<file path="src/design/rcfo_pkg.sv">
`default_nettype none

package rcfo_pkg;

  localparam int unsigned NumCh    = 16;
  localparam int unsigned ChIdxW   = 4;
  localparam int unsigned ChW      = 16;
  localparam int unsigned SlotW    = 5;
  localparam int unsigned KindW    = 2;

  localparam logic [KindW-1:0] KIND_CMP  = 2'd0;
  localparam logic [KindW-1:0] KIND_SBUS = 2'd1;
  localparam logic [KindW-1:0] KIND_PPM  = 2'd2;

  localparam logic OP_WRITE = 1'b0;
  localparam logic OP_TICK  = 1'b1;

  localparam logic MODE_PWM    = 1'b0;
  localparam logic MODE_SERIAL = 1'b1;

  localparam logic [3:0] SBUS_LAST_PHASE = 4'd8;   // frame every 9th tick
  localparam logic [4:0] PPM_LAST_PHASE  = 5'd21;  // frame every 22nd tick

  localparam logic [SlotW-1:0] SBUS_LAST_DATA_BYTE = 5'd22;
  localparam logic [SlotW-1:0] SBUS_FLAGS_BYTE     = 5'd23;
  localparam logic [SlotW-1:0] SBUS_END_BYTE       = 5'd24;
  localparam logic [SlotW-1:0] PPM_LAST_CH_SLOT    = 5'd7;
  localparam logic [SlotW-1:0] PPM_RSSI_SLOT       = 5'd8;
  localparam logic [SlotW-1:0] PPM_REM_SLOT        = 5'd9;
  localparam logic [4:0]       SBUS_RSSI_FIELD     = 5'd15;

  // Source of the value carried by an emitted result.
  typedef enum logic [2:0] {
    SRC_CH,
    SRC_LEVEL,
    SRC_SYNC,
    SRC_SBUS,
    SRC_FLAGS,
    SRC_ZERO,
    SRC_RSSI,
    SRC_REM
  } src_e;

  typedef struct packed {
    logic              ch_wr;
    logic              tick_start;
    logic              emit;
    logic [KindW-1:0]  kind;
    logic [SlotW-1:0]  slot;
    src_e              src;
    logic              last;
    logic [ChIdxW-1:0] rd_idx;
    logic              acc_clr;
    logic              acc_load;
    logic              fld_rssi;
    logic              rem_upd;
    logic              rem_first;
  } cmd_t;

  typedef struct packed {
    logic out_free;
    logic acc_ge8;
  } sts_t;

endpackage

`default_nettype wire

</file>
<file path="src/design/rc_channel_frame_output.sv">
`default_nettype none

// Receiver channel output encoder. Write beats (tuser = 0) store one 16-bit
// channel width. A tick beat (tuser = 1) produces its results one per clock
// through a single output register while the output is ready, but not during
// the 16 field loads of the SBUS bit packer: 5 results in PWM mode and 2 in
// serial mode, plus 25 bytes when an SBUS frame is due and 10 more when a
// PPM frame is due. The input is ready only when the controller is idle; the
// final result of a tick may still wait in the output register while the
// next beat is taken. The mode register is always ready; the user must
// write it only between ticks, as the block itself does not enforce this.
module rc_channel_frame_output (
  input  wire logic        clk_i,
  input  wire logic        rst_ni,
  input  wire logic        s_axis_tvalid,
  output logic             s_axis_tready,
  // [3:0] channel_index, [19:4] channel_value, [27:20] rssi, [35:28] miss_count
  input  wire logic [39:0] s_axis_tdata,
  // [0] opcode
  input  wire logic        s_axis_tuser,
  output logic             m_axis_tvalid,
  input  wire logic        m_axis_tready,
  // [4:0] slot, [20:5] value
  output logic [23:0]      m_axis_tdata,
  // [1:0] kind
  output logic [1:0]       m_axis_tuser,
  output logic             m_axis_tlast,
  input  wire logic        cfg_valid_i,
  output logic             cfg_ready_o,
  input  wire logic        cfg_data_i
);

  rcfo_pkg::cmd_t cmd;
  rcfo_pkg::sts_t sts;
  logic [rcfo_pkg::SlotW-1:0] out_slot;
  logic [rcfo_pkg::ChW-1:0]   out_value;

  rcfo_ctrl u_ctrl (
    .clk_i         (clk_i),
    .rst_ni        (rst_ni),
    .s_axis_tvalid (s_axis_tvalid),
    .s_axis_tready (s_axis_tready),
    .in_opcode_i   (s_axis_tuser),
    .cfg_valid_i   (cfg_valid_i),
    .cfg_ready_o   (cfg_ready_o),
    .cfg_data_i    (cfg_data_i),
    .sts_i         (sts),
    .cmd_o         (cmd)
  );

  rcfo_dpath u_dpath (
    .clk_i       (clk_i),
    .rst_ni      (rst_ni),
    .cmd_i       (cmd),
    .sts_o       (sts),
    .in_index_i  (s_axis_tdata[3:0]),
    .in_value_i  (s_axis_tdata[19:4]),
    .in_rssi_i   (s_axis_tdata[27:20]),
    .in_miss_i   (s_axis_tdata[35:28]),
    .out_valid_o (m_axis_tvalid),
    .out_ready_i (m_axis_tready),
    .out_kind_o  (m_axis_tuser),
    .out_slot_o  (out_slot),
    .out_value_o (out_value),
    .out_last_o  (m_axis_tlast)
  );

  assign m_axis_tdata = {3'd0, out_value, out_slot};

endmodule

`default_nettype wire

</file>
<file path="src/design/rcfo_ctrl.sv">
`default_nettype none

module rcfo_ctrl (
  input  wire logic          clk_i,
  input  wire logic          rst_ni,
  input  wire logic          s_axis_tvalid,
  output logic               s_axis_tready,
  input  wire logic          in_opcode_i,
  input  wire logic          cfg_valid_i,
  output logic               cfg_ready_o,
  input  wire logic          cfg_data_i,
  input  wire rcfo_pkg::sts_t sts_i,
  output rcfo_pkg::cmd_t     cmd_o
);

  localparam logic [3:0] ST_IDLE     = 4'd0;
  localparam logic [3:0] ST_CMP      = 4'd1;
  localparam logic [3:0] ST_SB_HDR   = 4'd2;
  localparam logic [3:0] ST_SB_BODY  = 4'd3;
  localparam logic [3:0] ST_SB_FLAGS = 4'd4;
  localparam logic [3:0] ST_SB_END   = 4'd5;
  localparam logic [3:0] ST_PPM_CH   = 4'd6;
  localparam logic [3:0] ST_PPM_RS   = 4'd7;
  localparam logic [3:0] ST_PPM_REM  = 4'd8;

  logic [3:0] state_q, state_d;
  logic [4:0] cnt_q, cnt_d;
  logic [4:0] fld_q, fld_d;
  logic [3:0] sphase_q, sphase_d;
  logic [4:0] pphase_q, pphase_d;
  logic       sb_due_q, sb_due_d;
  logic       pp_due_q, pp_due_d;
  logic       mode_q;
  logic       go;
  logic       fin;

  assign cfg_ready_o   = 1'b1;
  assign s_axis_tready = (state_q == ST_IDLE);
  assign go            = sts_i.out_free;

  always_ff @(posedge clk_i or negedge rst_ni) begin
    if (!rst_ni) begin
      state_q  <= ST_IDLE;
      cnt_q    <= '0;
      fld_q    <= '0;
      sphase_q <= '0;
      pphase_q <= '0;
      sb_due_q <= 1'b0;
      pp_due_q <= 1'b0;
      mode_q   <= rcfo_pkg::MODE_PWM;
    end else begin
      state_q  <= state_d;
      cnt_q    <= cnt_d;
      fld_q    <= fld_d;
      sphase_q <= sphase_d;
      pphase_q <= pphase_d;
      sb_due_q <= sb_due_d;
      pp_due_q <= pp_due_d;
      if (cfg_valid_i) begin
        mode_q <= cfg_data_i;
      end
    end
  end

  always_comb begin
    cmd_o    = '0;
    cmd_o.src = rcfo_pkg::SRC_ZERO;
    state_d  = state_q;
    cnt_d    = cnt_q;
    fld_d    = fld_q;
    sphase_d = sphase_q;
    pphase_d = pphase_q;
    sb_due_d = sb_due_q;
    pp_due_d = pp_due_q;
    fin      = 1'b0;

    unique case (state_q)
      ST_IDLE: begin
        if (s_axis_tvalid) begin
          if (in_opcode_i == rcfo_pkg::OP_WRITE) begin
            cmd_o.ch_wr = 1'b1;
          end else begin
            cmd_o.tick_start = 1'b1;
            sb_due_d = (sphase_q == rcfo_pkg::SBUS_LAST_PHASE);
            pp_due_d = (pphase_q == rcfo_pkg::PPM_LAST_PHASE);
            sphase_d = sb_due_d ? 4'd0 : sphase_q + 4'd1;
            pphase_d = pp_due_d ? 5'd0 : pphase_q + 5'd1;
            cnt_d    = '0;
            state_d  = ST_CMP;
          end
        end
      end

      ST_CMP: begin
        cmd_o.kind = rcfo_pkg::KIND_CMP;
        cmd_o.slot = cnt_q;
        cmd_o.src  = rcfo_pkg::SRC_CH;
        if (mode_q == rcfo_pkg::MODE_PWM) begin
          cmd_o.rd_idx = cnt_q[3:0];
          fin = (cnt_q == 5'd4);
          if (fin) begin
            cmd_o.src = rcfo_pkg::SRC_LEVEL;
          end
          cmd_o.last = fin;
        end else begin
          cmd_o.rd_idx = cnt_q[3:0] + 4'd2;
          fin = (cnt_q == 5'd1);
          cmd_o.last = fin && !sb_due_q && !pp_due_q;
        end
        cmd_o.emit = go;
        if (go) begin
          if (fin) begin
            cnt_d = '0;
            if (mode_q == rcfo_pkg::MODE_PWM) begin
              state_d = ST_IDLE;
            end else if (sb_due_q) begin
              state_d = ST_SB_HDR;
            end else if (pp_due_q) begin
              state_d = ST_PPM_CH;
            end else begin
              state_d = ST_IDLE;
            end
          end else begin
            cnt_d = cnt_q + 5'd1;
          end
        end
      end

      ST_SB_HDR: begin
        // Channel 0 is read here so its scaled width is ready for the first load.
        cmd_o.kind    = rcfo_pkg::KIND_SBUS;
        cmd_o.slot    = '0;
        cmd_o.src     = rcfo_pkg::SRC_SYNC;
        cmd_o.rd_idx  = '0;
        cmd_o.acc_clr = 1'b1;
        cmd_o.emit    = go;
        if (go) begin
          cnt_d   = 5'd1;
          fld_d   = '0;
          state_d = ST_SB_BODY;
        end
      end

      ST_SB_BODY: begin
        cmd_o.kind     = rcfo_pkg::KIND_SBUS;
        cmd_o.slot     = cnt_q;
        cmd_o.src      = rcfo_pkg::SRC_SBUS;
        cmd_o.rd_idx   = fld_q[3:0];
        cmd_o.fld_rssi = (fld_q == rcfo_pkg::SBUS_RSSI_FIELD);
        if (!sts_i.acc_ge8) begin
          // A load always leaves at least eight bits, so a byte is sent next, once the
          // output is free, while the next channel's scaled width settles.
          cmd_o.acc_load = 1'b1;
          fld_d = fld_q + 5'd1;
        end else begin
          cmd_o.emit = go;
          if (go) begin
            if (cnt_q == rcfo_pkg::SBUS_LAST_DATA_BYTE) begin
              cnt_d   = rcfo_pkg::SBUS_FLAGS_BYTE;
              state_d = ST_SB_FLAGS;
            end else begin
              cnt_d = cnt_q + 5'd1;
            end
          end
        end
      end

      ST_SB_FLAGS: begin
        cmd_o.kind = rcfo_pkg::KIND_SBUS;
        cmd_o.slot = rcfo_pkg::SBUS_FLAGS_BYTE;
        cmd_o.src  = rcfo_pkg::SRC_FLAGS;
        cmd_o.emit = go;
        if (go) begin
          state_d = ST_SB_END;
        end
      end

      ST_SB_END: begin
        cmd_o.kind = rcfo_pkg::KIND_SBUS;
        cmd_o.slot = rcfo_pkg::SBUS_END_BYTE;
        cmd_o.src  = rcfo_pkg::SRC_ZERO;
        cmd_o.last = !pp_due_q;
        cmd_o.emit = go;
        if (go) begin
          cnt_d   = '0;
          state_d = pp_due_q ? ST_PPM_CH : ST_IDLE;
        end
      end

      ST_PPM_CH: begin
        cmd_o.kind      = rcfo_pkg::KIND_PPM;
        cmd_o.slot      = cnt_q;
        cmd_o.src       = rcfo_pkg::SRC_CH;
        cmd_o.rd_idx    = cnt_q[3:0];
        cmd_o.rem_first = (cnt_q == 5'd0);
        cmd_o.emit      = go;
        cmd_o.rem_upd   = go;
        if (go) begin
          cnt_d = cnt_q + 5'd1;
          if (cnt_q == rcfo_pkg::PPM_LAST_CH_SLOT) begin
            state_d = ST_PPM_RS;
          end
        end
      end

      ST_PPM_RS: begin
        cmd_o.kind = rcfo_pkg::KIND_PPM;
        cmd_o.slot = rcfo_pkg::PPM_RSSI_SLOT;
        cmd_o.src  = rcfo_pkg::SRC_RSSI;
        cmd_o.emit = go;
        if (go) begin
          state_d = ST_PPM_REM;
        end
      end

      ST_PPM_REM: begin
        cmd_o.kind = rcfo_pkg::KIND_PPM;
        cmd_o.slot = rcfo_pkg::PPM_REM_SLOT;
        cmd_o.src  = rcfo_pkg::SRC_REM;
        cmd_o.last = 1'b1;
        cmd_o.emit = go;
        if (go) begin
          cnt_d   = '0;
          state_d = ST_IDLE;
        end
      end

      default: begin
        state_d = ST_IDLE;
      end
    endcase
  end

endmodule

`default_nettype wire

</file>
<file path="src/design/rcfo_dpath.sv">
`default_nettype none

module rcfo_dpath (
  input  wire logic                          clk_i,
  input  wire logic                          rst_ni,
  input  wire rcfo_pkg::cmd_t                cmd_i,
  output rcfo_pkg::sts_t                     sts_o,
  input  wire logic [rcfo_pkg::ChIdxW-1:0]   in_index_i,
  input  wire logic [rcfo_pkg::ChW-1:0]      in_value_i,
  input  wire logic [7:0]                    in_rssi_i,
  input  wire logic [7:0]                    in_miss_i,
  output logic                               out_valid_o,
  input  wire logic                          out_ready_i,
  output logic [rcfo_pkg::KindW-1:0]         out_kind_o,
  output logic [rcfo_pkg::SlotW-1:0]         out_slot_o,
  output logic [rcfo_pkg::ChW-1:0]           out_value_o,
  output logic                               out_last_o
);

  logic [rcfo_pkg::ChW-1:0] chan_q [rcfo_pkg::NumCh];
  logic [rcfo_pkg::ChW-1:0] rd_ch;
  logic [7:0]  rssi_q;
  logic [7:0]  miss_q;

  // floor(w * 8 / 5) as w * ceil(2^22 / 5) >> 19, exact for 16-bit w.
  logic [35:0] prod;
  logic [16:0] quo_q;
  logic [16:0] quo_diff;
  logic [10:0] fld_ch;
  logic [11:0] rssi_sum;
  logic [10:0] fld_rssi;
  logic [10:0] field;

  logic [18:0] acc_q, acc_d;
  logic [4:0]  bits_q, bits_d;

  logic [rcfo_pkg::ChW-1:0] thr;
  logic [rcfo_pkg::ChW-1:0] level;
  logic [rcfo_pkg::ChW-1:0] rs;
  logic [rcfo_pkg::ChW-1:0] rem_q;
  logic [rcfo_pkg::ChW-1:0] rem_base;
  logic [rcfo_pkg::ChW-1:0] flags;
  logic [rcfo_pkg::ChW-1:0] val;

  assign rd_ch = chan_q[cmd_i.rd_idx];

  always_ff @(posedge clk_i or negedge rst_ni) begin
    if (!rst_ni) begin
      for (int i = 0; i < rcfo_pkg::NumCh; i++) begin
        chan_q[i] <= (i == 2) ? 16'd1000 : 16'd1500;
      end
    end else if (cmd_i.ch_wr) begin
      chan_q[in_index_i] <= in_value_i;
    end
  end

  always_ff @(posedge clk_i) begin
    if (cmd_i.tick_start) begin
      rssi_q <= in_rssi_i;
      miss_q <= in_miss_i;
    end
  end

  assign prod = {20'd0, rd_ch} * 36'd838861;

  always_ff @(posedge clk_i) begin
    quo_q <= prod[35:19];
  end

  assign quo_diff = quo_q - 17'd1408;
  always_comb begin
    if (quo_q < 17'd1408) begin
      fld_ch = '0;
    end else if (quo_diff > 17'd2047) begin
      fld_ch = 11'd2047;
    end else begin
      fld_ch = quo_diff[10:0];
    end
  end

  assign rssi_sum = {rssi_q, 4'd0} + 12'd208;
  assign fld_rssi = (rssi_q > 8'd114) ? 11'd2047 : rssi_sum[10:0];
  assign field    = cmd_i.fld_rssi ? fld_rssi : fld_ch;

  // Bit packer: fields enter above the bits still held, bytes leave from the bottom.
  always_comb begin
    acc_d  = acc_q;
    bits_d = bits_q;
    if (cmd_i.acc_clr) begin
      acc_d  = '0;
      bits_d = '0;
    end else if (cmd_i.acc_load) begin
      acc_d  = acc_q | ({8'd0, field} << bits_q);
      bits_d = bits_q + 5'd11;
    end else if (cmd_i.emit && (cmd_i.src == rcfo_pkg::SRC_SBUS)) begin
      acc_d  = acc_q >> 8;
      bits_d = bits_q - 5'd8;
    end
  end

  always_ff @(posedge clk_i or negedge rst_ni) begin
    if (!rst_ni) begin
      acc_q  <= '0;
      bits_q <= '0;
    end else begin
      acc_q  <= acc_d;
      bits_q <= bits_d;
    end
  end

  assign thr = chan_q[2];
  always_comb begin
    if (thr > 16'd2000) begin
      level = 16'd1000;
    end else if (thr > 16'd1050) begin
      level = thr - 16'd1000;
    end else begin
      level = '0;
    end
  end

  assign rs = (rssi_q > 8'd100) ? 16'd2000
            : ({5'd0, rssi_q, 3'd0} + {7'd0, rssi_q, 1'd0} + 16'd1000);

  assign rem_base = cmd_i.rem_first ? 16'd22000 : rem_q;
  always_ff @(posedge clk_i) begin
    if (cmd_i.rem_upd) begin
      rem_q <= rem_base - rd_ch;
    end
  end

  assign flags = {12'd0, (miss_q > 8'd47), (miss_q > 8'd2), 2'd0};

  always_comb begin
    unique case (cmd_i.src)
      rcfo_pkg::SRC_CH:    val = rd_ch;
      rcfo_pkg::SRC_LEVEL: val = level;
      rcfo_pkg::SRC_SYNC:  val = 16'h000F;
      rcfo_pkg::SRC_SBUS:  val = {8'd0, acc_q[7:0]};
      rcfo_pkg::SRC_FLAGS: val = flags;
      rcfo_pkg::SRC_ZERO:  val = '0;
      rcfo_pkg::SRC_RSSI:  val = rs;
      rcfo_pkg::SRC_REM:   val = rem_q - rs;
      default:             val = '0;
    endcase
  end

  always_ff @(posedge clk_i or negedge rst_ni) begin
    if (!rst_ni) begin
      out_valid_o <= 1'b0;
    end else if (cmd_i.emit) begin
      out_valid_o <= 1'b1;
    end else if (out_ready_i) begin
      out_valid_o <= 1'b0;
    end
  end

  always_ff @(posedge clk_i) begin
    if (cmd_i.emit) begin
      out_kind_o  <= cmd_i.kind;
      out_slot_o  <= cmd_i.slot;
      out_value_o <= val;
      out_last_o  <= cmd_i.last;
    end
  end

  assign sts_o.out_free = !out_valid_o || out_ready_i;
  assign sts_o.acc_ge8  = (bits_q >= 5'd8);

endmodule

`default_nettype wire

</file>
<file path="config.mk">
export PLATFORM = sky130hd
export DESIGN_NAME = rc_channel_frame_output
export DESIGN_NICKNAME = d
export VERILOG_FILES = /design/src/design/rcfo_pkg.sv /design/src/design/rc_channel_frame_output.sv /design/src/design/rcfo_ctrl.sv /design/src/design/rcfo_dpath.sv
export SDC_FILE = /design/constraint.sdc
export NUM_CORES = 1
export LEC_CHECK = 0
export ABC_AREA = 1
export ABC_CLOCK_PERIOD_IN_PS = 8800
export BUFFER_PORTS_ARGS = -buffer_cell sky130_fd_sc_hd__buf_2
export CAP_MARGIN = 20
export CORE_AREA = 2 2 295 297
export DETAILED_ROUTE_END_ITERATION = 8
export DIE_AREA = 0 0 297 299
export SLEW_MARGIN = 20
export SYNTH_ARGS = -nofsm -noshare
export SYNTH_HDL_FRONTEND = slang
export SYNTH_SLANG_ARGS = --single-unit
</file>
<file path="constraint.sdc">
create_clock -name clk_i -period 8.8 [get_ports clk_i]
set_clock_uncertainty 0.2 [all_clocks]
set_input_delay 0.88 -clock clk_i [delete_from_list [all_inputs] [get_ports clk_i]]
set_output_delay 0.88 -clock clk_i [all_outputs]
set_load 0.005 [all_outputs]
</file>
==> metrics.txt <==
status=complete, no violations; IO Pins=between 70 and 80; fin. max-slew vios=0; Worst slew margin=approximately 37%; Final #Nets=between 3k and 4k; number of synthesis warnings=0; clock root buffer master=clkbuf_16; RSZ-0062 raised after global routing=no; Tcrit/Tclk final=between 90% and 100%; postcts setup bufs=0; mapped cell area=25550 um2; DRT Wirelength=between 70000 and 80000 um; minimum clock period=between 8 and 9 ns; Worst Path Required=around 9.1 ns; CTS resizes=0; Pre-Repair DR Iteration Count=5; Routed Antenna Nets=0; FF-to-FF Start=u_ctrl.state_q[2]; die area=between 80000 and 90000 um2; vias in the first global route=roughly 20k; H-tree depth=2; Multi-input gate area=~14000 um2; top cells by count, synth=720 x nand2_1, 417 x inv_1, 383 x o21ai_0, 196 x dfrtp_1, 179 x ha_1; # hold bufs at CTS=0; Syn-to-layout area delta=12.22%; filler cell count=9072; flop2flop setup slack=approximately 0.76 ns; Primary FF master, synth=dfrtp_1; max cap viols=0; core footprint=85940 um2; share of cells above drive strength 1=between 10% and 20%; WL/cell=around 16 um; share of Yosys cell area claimed by the top area cell type=about a fifth; Final Hold Vio Count=0; Setup CP Type=reg2reg; DRC Markers=0; largest net degree at the start of global routing=~170; FF-to-FF path depth=29; height of the die=between 200 and 300 um; Initial DRC Count=1600; crit start category=flop; Largest stage delay, worst path=approximately 0.64 ns; post-synthesis instance total=about 3.1k; CTS Buffer Depth=3; synth unique cells=between 60 and 70; DP Wirelength=just over 50000 um; CTS clk-pin slew, worst paths=0.06 ns; Vias/cell=4.880; Synth area leader=dfrtp_1; synthesized flop and latch total=380; Max Clk Rate=~120 MHz; Post-Route Setup TNS=0 ns; final setup fails=0; die width=between 200 and 300 um; GRT overflow=0; GR Util All Layers=15.87%; CP Max Fanout=17; Clock Latency Late Sink=0.59 ns; std cell rows=roughly 110; critical path endpoint category=flop; CP max stage cell=o21ai_4; total number of vias=between 20k and 25k; global-route wire length before repair=113200 um; Worst R2R End=u_dpath.quo_q[9]; routability cong.=slightly below 0.9; initial core utilization=between 20% and 30%; Seq/Total Area, Yosys=around 39%; TritonCTS Buffers=43; Slew @ Worst Pin=0.9421 ns; CTS tree=built; Port Buffers=just under 70; CP dominant cell by count=inv_1; hold crit path type=in2async; sequential cell area=slightly below 10000 um2; largest cells by area after synthesis=dfrtp_1 19%, dfstp_2 11%, nand2_1 11%; initial antenna violation count=4; number of synthesized flops with an enable pin=56; Async SR Flop Fraction=between 80% and 90%; crit path DAT=roughly 8.3 ns; Syn Area/Cell=between 8 and 9 um2; count leader, synth=nand2_1; Sink Count=380
## area by class of cell
class                           count  area share, %
Sequential cell                   380          34.33
Antenna cell                        1       0.008727
Tap cell                         1155          5.040
Timing Repair Buffer              120          2.941
Clock inverter                     16         0.6327
Inverter                          428          5.603
Clock buffer                       63          4.224
Multi-Input combinational cell   2197          47.22
## per-layer routing
layer / vias up / global-route usage [%] / share of wire [%]
li1: 10480 / - / -
met5: - / 0 / 0.045
met1: 10230 / 22.45 / 47
met4: 6 / 3.319 / 1.8
met2: 473 / 25.58 / 46
met3: 89 / 2.552 / 5.8
## metrics by stage
stage | setup WS (ns) | hold WS, ns | instances | cell area (um2) | utilization, %
floorplan | 2.129 | 0.2476 | 3137 | 25560 | -
global placement | 0.7812 | 0.2633 | 4278 | 27230 | 31.69
detailed placement | 0.7804 | 0.2699 | 4278 | 27230 | 31.69
CTS | 0.7362 | 0.2567 | 4357 | 28630 | 33.31
global route | 0.3076 | 0.07556 | 4360 | 28680 | 33.37
finish | 0.7636 | 0.05126 | 4360 | 28680 | 33.37
## cells by family after synthesis
kind of cell / count (synthesis) / synth area share, %
AND/OR/NAND/NOR: 1168 / 19.46
AO/OA/AOI/OAI: 680 / 15.16
buffers and inverters: 560 / 8.652
flip-flops: 380 / 38.52
adder cells (fa/ha/maj): 259 / 15.03
XOR/XNOR: 46 / 1.577
multiplexers: 39 / 1.567
other: 2 / 0.02939
## critical path, delay by kind of cell (launching register included)
| kind | cells | cell delay, ns |
|---|---|---|
| and+or+nand+nor | 8 | 1.37 |
| DFF | 1 | 0.49 |
| adders and majority gates | 7 | 3.40 |
| buffers and inverters | 9 | 1.00 |
| AOI/OAI and AO/OA | 5 | 1.47 |
## layout by cell type (no fill, tap or decap), drive strengths merged, types with 3 or more instances in the layout
cell / synthesis / final
ha: 179 / 179
mux2i: 31 / 31
xnor2: 5 / 5
edfxtp: 56 / 56
a21o: 4 / 4
a211oi: 5 / 5
nor3: 29 / 29
dfxtp: 17 / 17
clkbuf: 91 / 63
nand3: 178 / 178
o21a: 8 / 8
o211ai: 94 / 94
a21boi: 3 / 3
o21bai: 5 / 5
o2111ai: 5 / 5
nor4: 10 / 10
conb: 2 / 5
a31oi: 13 / 13
bufinv: 0 / 3
fa: 80 / 80
a21oi: 113 / 113
xor2: 41 / 41
or2: 15 / 15
o221ai: 9 / 9
nand2: 728 / 728
a22oi: 9 / 9
dfrtp: 196 / 196
nor2: 158 / 158
o22ai: 5 / 5
o31ai: 5 / 5
mux2: 8 / 8
a2111oi: 3 / 3
nand4: 42 / 42
dfstp: 111 / 111
and2: 3 / 3
clkinv: 3 / 11
o21ai: 391 / 391
buf: 41 / 120
inv: 425 / 429
## flip-flops by register name, summed over array words and instances (netlist names)
name,cells
u_dpath.miss_q,8
u_ctrl.sphase_q,4
u_ctrl.sb_due_q,1
u_ctrl.cnt_q,5
u_dpath.acc_q,19
u_dpath.thr,16
u_ctrl.fld_q,5
u_dpath.rem_q,16
u_dpath.out_last_o,1
u_dpath.chan_q,240
u_dpath.quo_q,17
u_dpath.out_value_o,16
u_ctrl.pphase_q,5
u_ctrl.state_q,4
u_dpath.out_kind_o,2
u_dpath.rssi_q,8
u_ctrl.mode_q,1
u_dpath.out_slot_o,5
u_ctrl.pp_due_q,1
u_dpath.out_valid_o,1
u_dpath.bits_q,5
## worst max path at each step
stage	startpoint	cells past startpoint	end
floorplan	u_ctrl.state_q[2]	30	u_dpath.quo_q[15]
global placement	u_ctrl.state_q[2]	29	u_dpath.quo_q[9]
detailed placement	u_ctrl.state_q[2]	29	u_dpath.quo_q[9]
CTS	u_ctrl.state_q[2]	29	u_dpath.quo_q[9]
global route	u_ctrl.state_q[2]	31	u_dpath.quo_q[15]
finish	u_ctrl.state_q[2]	29	u_dpath.quo_q[9]
Power is not shown: default switching activity piles up to over one toggle a cycle in this logic, so the estimate is an artifact.
